### config.mk
export PLATFORM = sky130hd
export DESIGN_NAME = vector_window_write_watchpoint
export DESIGN_NICKNAME = d
export VERILOG_FILES = /design/src/rtl/vwwp_pkg.sv /design/src/rtl/vector_window_write_watchpoint.sv
export VERILOG_INCLUDE_DIRS = /design/src /design/src/rtl
export SDC_FILE = /design/constraint.sdc
export NUM_CORES = 1
export LEC_CHECK = 0
export BUFFER_PORTS_ARGS = -buffer_cell sky130_fd_sc_hd__buf_2
export CAP_MARGIN = 5
export CORE_ASPECT_RATIO = 1.4
export CORE_UTILIZATION = 40
export CTS_BUF_LIST = sky130_fd_sc_hd__clkbuf_4
export DETAILED_ROUTE_END_ITERATION = 10
export PLACE_DENSITY_LB_ADDON = 0.08
export SLEW_MARGIN = 0
export SYNTH_ARGS = -nofsm -noshare
export SYNTH_HDL_FRONTEND = slang
export SYNTH_SLANG_ARGS = --single-unit
### constraint.sdc
create_clock -name clock -period 2.7 [get_ports clock]
set_input_delay 0.54 -clock clock [delete_from_list [all_inputs] [get_ports clock]]
set_output_delay 0.54 -clock clock [all_outputs]
set_load 0.01 [all_outputs]
### src/rtl/vector_window_write_watchpoint_defines.svh
// Assertion macros used by the watchpoint RTL.
`ifndef VECTOR_WINDOW_WRITE_WATCHPOINT_DEFINES_SVH
`define VECTOR_WINDOW_WRITE_WATCHPOINT_DEFINES_SVH

// Same-cycle implication, checked outside reset.
`define VWWP_ASSERT_NOW(label, clk, rst, ante, cons, msg) \
   label: assert property (@(posedge clk) disable iff (rst) (ante) |-> (cons)) \
      else $error(msg);

// Next-cycle implication, checked outside reset.
`define VWWP_ASSERT_NEXT(label, clk, rst, ante, cons, msg) \
   label: assert property (@(posedge clk) disable iff (rst) (ante) |=> (cons)) \
      else $error(msg);

`endif

### src/rtl/vwwp_pkg.sv
package vwwp_pkg;

   // Default window and trap placement.
   localparam int unsigned WIN_BASE_DEF         = 65504;
   localparam int unsigned WIN_BYTES_DEF        = 32;
   localparam int unsigned TRAP_VECTOR_ADDR_DEF = 65532;
   localparam int unsigned TRAP_CODE_ADDR_DEF   = 65504;
   localparam int unsigned TRAP_CODE_LEN_DEF    = 16;

   // Beat layouts.
   localparam int REQ_DATA_W = 24;
   localparam int REQ_USER_W = 3;
   localparam int RSP_DATA_W = 16;

   // Action codes carried in the request tuser.
   typedef enum logic [2:0] {
      ACT_CONTROL = 3'd0,
      ACT_READ    = 3'd1,
      ACT_WRITE   = 3'd2,
      ACT_LOAD    = 3'd3,
      ACT_RESET   = 3'd4
   } action_type;

   // Trap snippet overlaid on arming.
   localparam int SNIP_LEN = 16;
   localparam logic [7:0] TRAP_SNIP [SNIP_LEN] = '{
      8'h30, 8'hE4, 8'hCE, 8'hFF, 8'hD0, 8'h86, 8'h0C, 8'hE6,
      8'h80, 8'hE7, 8'hC0, 8'h4A, 8'h26, 8'hF9, 8'h20, 8'hFE
   };

   // Snippet byte at a position; positions past the table read as 0xFF.
   function automatic logic [7:0] trap_snip_byte(input int idx);
      logic [7:0] b;
      if (idx >= 0 && idx < SNIP_LEN) begin
         b = TRAP_SNIP[idx[3:0]];
      end else begin
         b = 8'hFF;
      end
      return b;
   endfunction

endpackage

### src/rtl/vector_window_write_watchpoint.sv
// An accepted request beat passes through the input register and then the response register.
// Throughput: one request beat per cycle while the response side keeps up; when a
// response stalls, the input register holds one more beat and then req_tready drops.
// The register-based window store takes the whole arm overlay in a single state update.
// Reset (synchronous, active high) empties both stages, clears the window
// bytes, the saved vector, the armed flag and the NMI request.
`include "vector_window_write_watchpoint_defines.svh"

module vector_window_write_watchpoint
   import vwwp_pkg::*;
#(
   parameter int unsigned WIN_BASE         = WIN_BASE_DEF,
   parameter int unsigned WIN_BYTES        = WIN_BYTES_DEF,
   parameter int unsigned TRAP_VECTOR_ADDR = TRAP_VECTOR_ADDR_DEF,
   parameter int unsigned TRAP_CODE_ADDR   = TRAP_CODE_ADDR_DEF,
   parameter int unsigned TRAP_CODE_LEN    = TRAP_CODE_LEN_DEF
) (
   input  logic                  clock,
   input  logic                  reset,
   input  logic                  req_tvalid,
   output logic                  req_tready,
   // address [15:0], data [23:16]
   input  logic [REQ_DATA_W-1:0] req_tdata,
   // action [2:0]
   input  logic [REQ_USER_W-1:0] req_tuser,
   output logic                  rsp_tvalid,
   input  logic                  rsp_tready,
   // read_data [7:0], write_blocked [8], nmi_out [9], is_armed [10], zero [15:11]
   output logic [RSP_DATA_W-1:0] rsp_tdata
);

   localparam int IDX_W = (WIN_BYTES > 1) ? $clog2(WIN_BYTES) : 1;

   // Window offsets of the vector and the snippet, modulo 2^16.
   localparam int VEC_OFF  = (int'(TRAP_VECTOR_ADDR) - int'(WIN_BASE)) & 32'hFFFF;
   localparam int VEC1_OFF = (VEC_OFF + 1) & 32'hFFFF;
   localparam int CODE_OFF = (int'(TRAP_CODE_ADDR) - int'(WIN_BASE)) & 32'hFFFF;
   localparam bit VEC_IN   = VEC_OFF < int'(WIN_BYTES);
   localparam bit VEC1_IN  = VEC1_OFF < int'(WIN_BYTES);
   localparam logic [IDX_W-1:0] VEC_IDX  = VEC_OFF[IDX_W-1:0];
   localparam logic [IDX_W-1:0] VEC1_IDX = VEC1_OFF[IDX_W-1:0];
   localparam logic [7:0] CODE_HI = 8'(TRAP_CODE_ADDR >> 8);
   localparam logic [7:0] CODE_LO = 8'(TRAP_CODE_ADDR);
   localparam logic [16:0] LOAD_LO = 17'(WIN_BASE);
   localparam logic [16:0] LOAD_HI = 17'(WIN_BASE + WIN_BYTES);

   // Input register.
   logic        in_valid_ff;
   action_type  in_action_ff;
   logic [15:0] in_addr_ff;
   logic [7:0]  in_data_ff;

   // Response register.
   logic        out_valid_ff;
   logic [7:0]  out_rd_ff;
   logic        out_blk_ff;

   // Block state.
   logic [7:0] shadow_ff [WIN_BYTES];
   logic [7:0] shadow_in [WIN_BYTES];
   logic       armed_ff, armed_in;
   logic       nmi_ff, nmi_in;
   logic [7:0] sv_hi_ff, sv_hi_in;
   logic [7:0] sv_lo_ff, sv_lo_in;
   logic [7:0] rd_in;
   logic       blk_in;

   logic        advance;
   logic        in_win;
   logic        load_hit;
   logic [16:0] load_off;

   // Handshake: the input stage moves on when the response register is free.
   assign advance    = in_valid_ff && (!out_valid_ff || rsp_tready);
   assign req_tready = !in_valid_ff || advance;
   assign rsp_tvalid = out_valid_ff;
   assign rsp_tdata  = {5'd0, armed_ff, nmi_ff, out_blk_ff, out_rd_ff};

   // Address decode for window accesses and absolute loads.
   assign in_win   = in_addr_ff < 16'(WIN_BYTES);
   assign load_off = {1'b0, in_addr_ff} - LOAD_LO;
   assign load_hit = ({1'b0, in_addr_ff} >= LOAD_LO) && ({1'b0, in_addr_ff} < LOAD_HI);

   // Next state and response for the beat in the input register.
   always_comb begin
      int rel;
      rel       = 0;
      shadow_in = shadow_ff;
      armed_in  = armed_ff;
      nmi_in    = nmi_ff;
      sv_hi_in  = sv_hi_ff;
      sv_lo_in  = sv_lo_ff;
      rd_in     = 8'h00;
      blk_in    = 1'b0;
      unique case (in_action_ff)
         ACT_CONTROL: begin
            if (in_data_ff != 8'h00) begin
               if (!armed_ff) begin
                  // Save the vector, overlay the snippet, repoint the vector.
                  sv_hi_in = VEC_IN ? shadow_ff[VEC_IDX] : 8'hFF;
                  sv_lo_in = VEC1_IN ? shadow_ff[VEC1_IDX] : 8'hFF;
                  for (int j = 0; j < int'(WIN_BYTES); j++) begin
                     rel = (j - CODE_OFF) & 32'hFFFF;
                     if (rel < int'(TRAP_CODE_LEN)) begin
                        shadow_in[j] = trap_snip_byte(rel);
                     end
                  end
                  if (VEC_IN) begin
                     shadow_in[VEC_IDX] = CODE_HI;
                  end
                  if (VEC1_IN) begin
                     shadow_in[VEC1_IDX] = CODE_LO;
                  end
                  armed_in = 1'b1;
               end
            end else if (armed_ff) begin
               if (VEC_IN) begin
                  shadow_in[VEC_IDX] = sv_hi_ff;
               end
               if (VEC1_IN) begin
                  shadow_in[VEC1_IDX] = sv_lo_ff;
               end
               armed_in = 1'b0;
               nmi_in   = 1'b0;
            end
         end
         ACT_READ: begin
            rd_in = in_win ? shadow_ff[in_addr_ff[IDX_W-1:0]] : 8'hFF;
         end
         ACT_WRITE: begin
            if (in_win) begin
               if (armed_ff) begin
                  nmi_in = 1'b1;
                  blk_in = 1'b1;
               end else begin
                  shadow_in[in_addr_ff[IDX_W-1:0]] = in_data_ff;
               end
            end
         end
         ACT_LOAD: begin
            if (load_hit) begin
               shadow_in[load_off[IDX_W-1:0]] = in_data_ff;
            end
         end
         ACT_RESET: begin
            if (armed_ff) begin
               if (VEC_IN) begin
                  shadow_in[VEC_IDX] = sv_hi_ff;
               end
               if (VEC1_IN) begin
                  shadow_in[VEC1_IDX] = sv_lo_ff;
               end
            end
            armed_in = 1'b0;
            nmi_in   = 1'b0;
         end
         default: begin
         end
      endcase
   end

   // Input register: takes a request beat whenever it is empty or moving on.
   always_ff @(posedge clock) begin
      if (reset) begin
         in_valid_ff <= 1'b0;
      end else if (req_tready) begin
         in_valid_ff <= req_tvalid;
      end
      if (req_tready && req_tvalid) begin
         in_action_ff <= action_type'(req_tuser);
         in_addr_ff   <= req_tdata[15:0];
         in_data_ff   <= req_tdata[23:16];
      end
   end

   // Response register: holds a beat until the consumer takes it.
   always_ff @(posedge clock) begin
      if (reset) begin
         out_valid_ff <= 1'b0;
      end else if (advance) begin
         out_valid_ff <= 1'b1;
      end else if (rsp_tready) begin
         out_valid_ff <= 1'b0;
      end
      if (advance) begin
         out_rd_ff  <= rd_in;
         out_blk_ff <= blk_in;
      end
   end

   // Block state is updated once for each beat leaving the input register.
   always_ff @(posedge clock) begin
      if (reset) begin
         for (int j = 0; j < int'(WIN_BYTES); j++) begin
            shadow_ff[j] <= 8'h00;
         end
         armed_ff <= 1'b0;
         nmi_ff   <= 1'b0;
         sv_hi_ff <= 8'h00;
         sv_lo_ff <= 8'h00;
      end else if (advance) begin
         shadow_ff <= shadow_in;
         armed_ff  <= armed_in;
         nmi_ff    <= nmi_in;
         sv_hi_ff  <= sv_hi_in;
         sv_lo_ff  <= sv_lo_in;
      end
   end

   // The NMI request is only ever raised while armed and drops on disarm.
   `VWWP_ASSERT_NOW(a_nmi_needs_armed, clock, reset, nmi_ff, armed_ff, "NMI request while disarmed")
   // A blocked write shows up with both the NMI request and the armed level.
   `VWWP_ASSERT_NOW(a_blocked_flags, clock, reset, out_valid_ff && out_blk_ff, nmi_ff && armed_ff, "blocked write without NMI")
   // An arm request taken while disarmed leaves the block armed.
   `VWWP_ASSERT_NEXT(a_arm_takes, clock, reset, advance && in_action_ff == ACT_CONTROL && in_data_ff != 8'h00, armed_ff, "arm did not take")
   // A beat held in the input register is not dropped while the output stalls.
   `VWWP_ASSERT_NEXT(a_input_holds, clock, reset, in_valid_ff && !advance, in_valid_ff && out_valid_ff, "input beat lost")

endmodule
==> impl_metrics.tcl <==
set metrics [dict create \
    yosys_warnings 0 \
    grt_pass1_vias 12200 \
    yosys_most_used_dff "dfxtp_1" \
    hp-start "rsp_tready" \
    hold_path_depth 3 \
    seq_area_um2 6610 \
    vias_per_cell 5.77 \
    drv_slew 0 \
    core_um2 35800 \
    p_per_area_nw_per_um2 579 \
    worstMarginPinSlew_ns 1.18 \
    worstReg2RegStart "in_addr_ff[0]" \
    slew_headroom_pct 21.2 \
    place_inst 1922 \
    dp_hpwl_um 35300 \
    setup_viol 0 \
    finalPower_mw 10.1 \
    endpoint_kind "register" \
    antenna_found_initial 3 \
    cts.sinks 312 \
    synth_cell_types 67 \
    ys_seq_area_share_pct 45.4 \
    drc 0 \
    clkSlewWorstSetupHoldPaths_ns 0.07 \
    setup_ws_ns 0.144 \
    ys_ff_latch 312 \
    finalNonFillerCells 2106 \
    r2r_end "shadow_ff[140]" \
    io_pins 49 \
    num_vias 12200 \
    synth-async-reset-ratio_pct 0 \
    maxCapViolCount 0 \
    start_kind "register" \
    r2r_slack_ns 0.14 \
    cts_made_buffers 86 \
    synth_area_per_cell_um2 10.4 \
    cts_setup_buffers 0 \
    grt_max_degree 103 \
    grt_overflow 0 \
    drive_gt1_share_pct 26.6 \
    area.growth.synth_to_final_pct 19.6 \
    post_drt_wl_per_cell_um 23.8 \
    cp.required_ns 3.33 \
    power.leakage_nw 6.96 \
    synthCells 1396 \
    wirelength_um 50100 \
    min_period_ns 2.56 \
    cts_buffer_depth 3 \
    dieArea_um2 37100 \
    hp-class "in2reg" \
    period_share_pct 94.7 \
    grt_usage_pct 27.6 \
    hold_ws_ns 0.123 \
    fin_area_um2 17400 \
    drt-initial-drc-count 926 \
    multi_input_area_um2 7150 \
    synth_edf_count 36 \
    root_buffer "clkbuf_4" \
    cts_tree "yes" \
    skew_ns 0.0626 \
    dieWidth_um 163 \
    peakVddDrop_mv 0.363 \
    outcome "finished, final reports clean" \
    port_buffers 43 \
    pre_cts_ws_ns 0.116 \
    placement.cell_area_um2 16000 \
    syn_area_um2 14500 \
    routabilityCongestion 0.929 \
    drtAntennaViolNets 0 \
    h-tree-depth 3 \
    utilization_pct 48.6 \
    fin_setup_tns_ns 0 \
    rows 82 \
    rr_worst_depth 8 \
    hold_end "rsp_tvalid" \
    die_h_um 228 \
    grt_pass1_wl_um 75900 \
    worstSkewPairLatency_ns 0.81 \
    initial_utilization_pct 40.6 \
    design.final.nets 1607 \
    grt_setup_unrepaired "no" \
    n_fill_cell 3386 \
    path_max_fanout 25 \
    critPathKind "reg2reg" \
    crit_arrival_ns 3.18 \
    fmax_mhz 391 \
    hold_viol 0 \
    first_pass_iters 5 \
]
cells in the final DEF, fill, tap and decap left out, types with 42 or more instances in the layout:
cell type / count
mux2i_1: 157
buf_2: 42
mux4_2: 61
nor2_1: 62
a221oi_1: 46
dfxtp_1: 276
o21ai_0: 46
buf_4: 134
nand2_1: 171
clkbuf_4: 128
inv_1: 61
a21oi_1: 48
power by group:
part / switching, mW / total [mW] / leakage [nW] / internal, mW
Combinational: 0.579 / 0.916 / 3.74 / 0.337
Sequential: 0.0718 / 4.85 / 2.58 / 4.78
Clock: 2.06 / 4.32 / 0.651 / 2.26
state kept, by name, indices dropped and copies added (netlist names):
signal / count
sv_lo_ff: 8
rsp_tvalid: 1
armed_ff: 1
shadow_ff: 256
out_blk_ff: 1
in_data_ff: 8
in_action_ff: 3
in_addr_ff: 16
in_valid_ff: 1
sv_hi_ff: 8
nmi_ff: 1
out_rd_ff: 8
how the worst max path moves through the flow:
stage | start | endpoint
final | in_addr_ff[0] | shadow_ff[140]
after global placement | in_addr_ff[0] | shadow_ff[140]
after floorplan | in_addr_ff[0] | out_rd_ff[0]
after detailed placement | in_addr_ff[0] | shadow_ff[140]
after CTS | in_addr_ff[0] | shadow_ff[140]
after global routing | in_addr_ff[9] | shadow_ff[193]
Yosys cell counts (6+ instances only):
cell,instances,area [µm²]
buf_2,33,165
edfxtp_1,36,1080
a221oi_1,46,403
clkbuf_1,64,240
o22ai_1,17,106
nand3_2,11,110
o211ai_1,25,188
o221ai_1,9,78.8
nand4_1,14,87.6
mux2_2,6,67.6
nor4_1,9,56.3
a22o_1,19,166
nand2b_1,16,100
nor3_1,13,65.1
a221oi_2,9,135
a21oi_1,48,240
mux2i_1,157,1570
buf_1,11,41.3
o21ai_0,46,230
buf_4,16,120
a211oi_1,18,135
mux4_2,61,1370
nor2_1,63,236
nand2_1,171,642
dfxtp_1,276,5530
nand3_1,22,110
inv_1,62,233
or3_1,8,50.1
nor4_2,7,87.6
nor2b_1,7,43.8
a32o_1,14,140
or4_1,8,60.1
layout make-up:
class	count	share of cell area, %
Clock buffer	128	5.52
Multi-Input combinational cell	897	41.1
Inverter	63	1.37
Clock inverter	24	0.726
Tap cell	462	3.32
Sequential cell	312	38.0
Antenna cell	4	0.0575
Timing Repair Buffer	216	9.98
per-layer routing:
layer | part of all wire (%) | GRT usage [%]
met2 | 49 | 46.4
met3 | 5.3 | 5.12
met1 | 41 | 33.6
met5 | 0 | 0
met4 | 4.6 | 14.3
cells by family after synthesis:
kind of cell           share of synthesized area, %
AND/OR/NAND/NOR                                13.4
multiplexers                                   20.7
AO/OA/AOI/OAI                                  14.7
buffers and inverters                          5.79
flip-flops                                     45.4
other                                        0.0258
critical path, stage by stage (launching register included):
cell and delay (ns):
edfxtp_1 0.41, buf_12 0.19, buf_4 0.20, nand2b_1 0.31
nor2_2 0.28, o221ai_1 0.34, o21ai_0 0.34, buf_4 0.20
o22ai_1 0.08
timing repair:
item / in CTS / in global routing
endpoints found under the setup margin: 0 / 26
gates resized for setup: 0 / 5
endpoints found under the hold margin: 28 / 0
hold buffers: 28 / 0
Power figures use the tool's default switching activity.
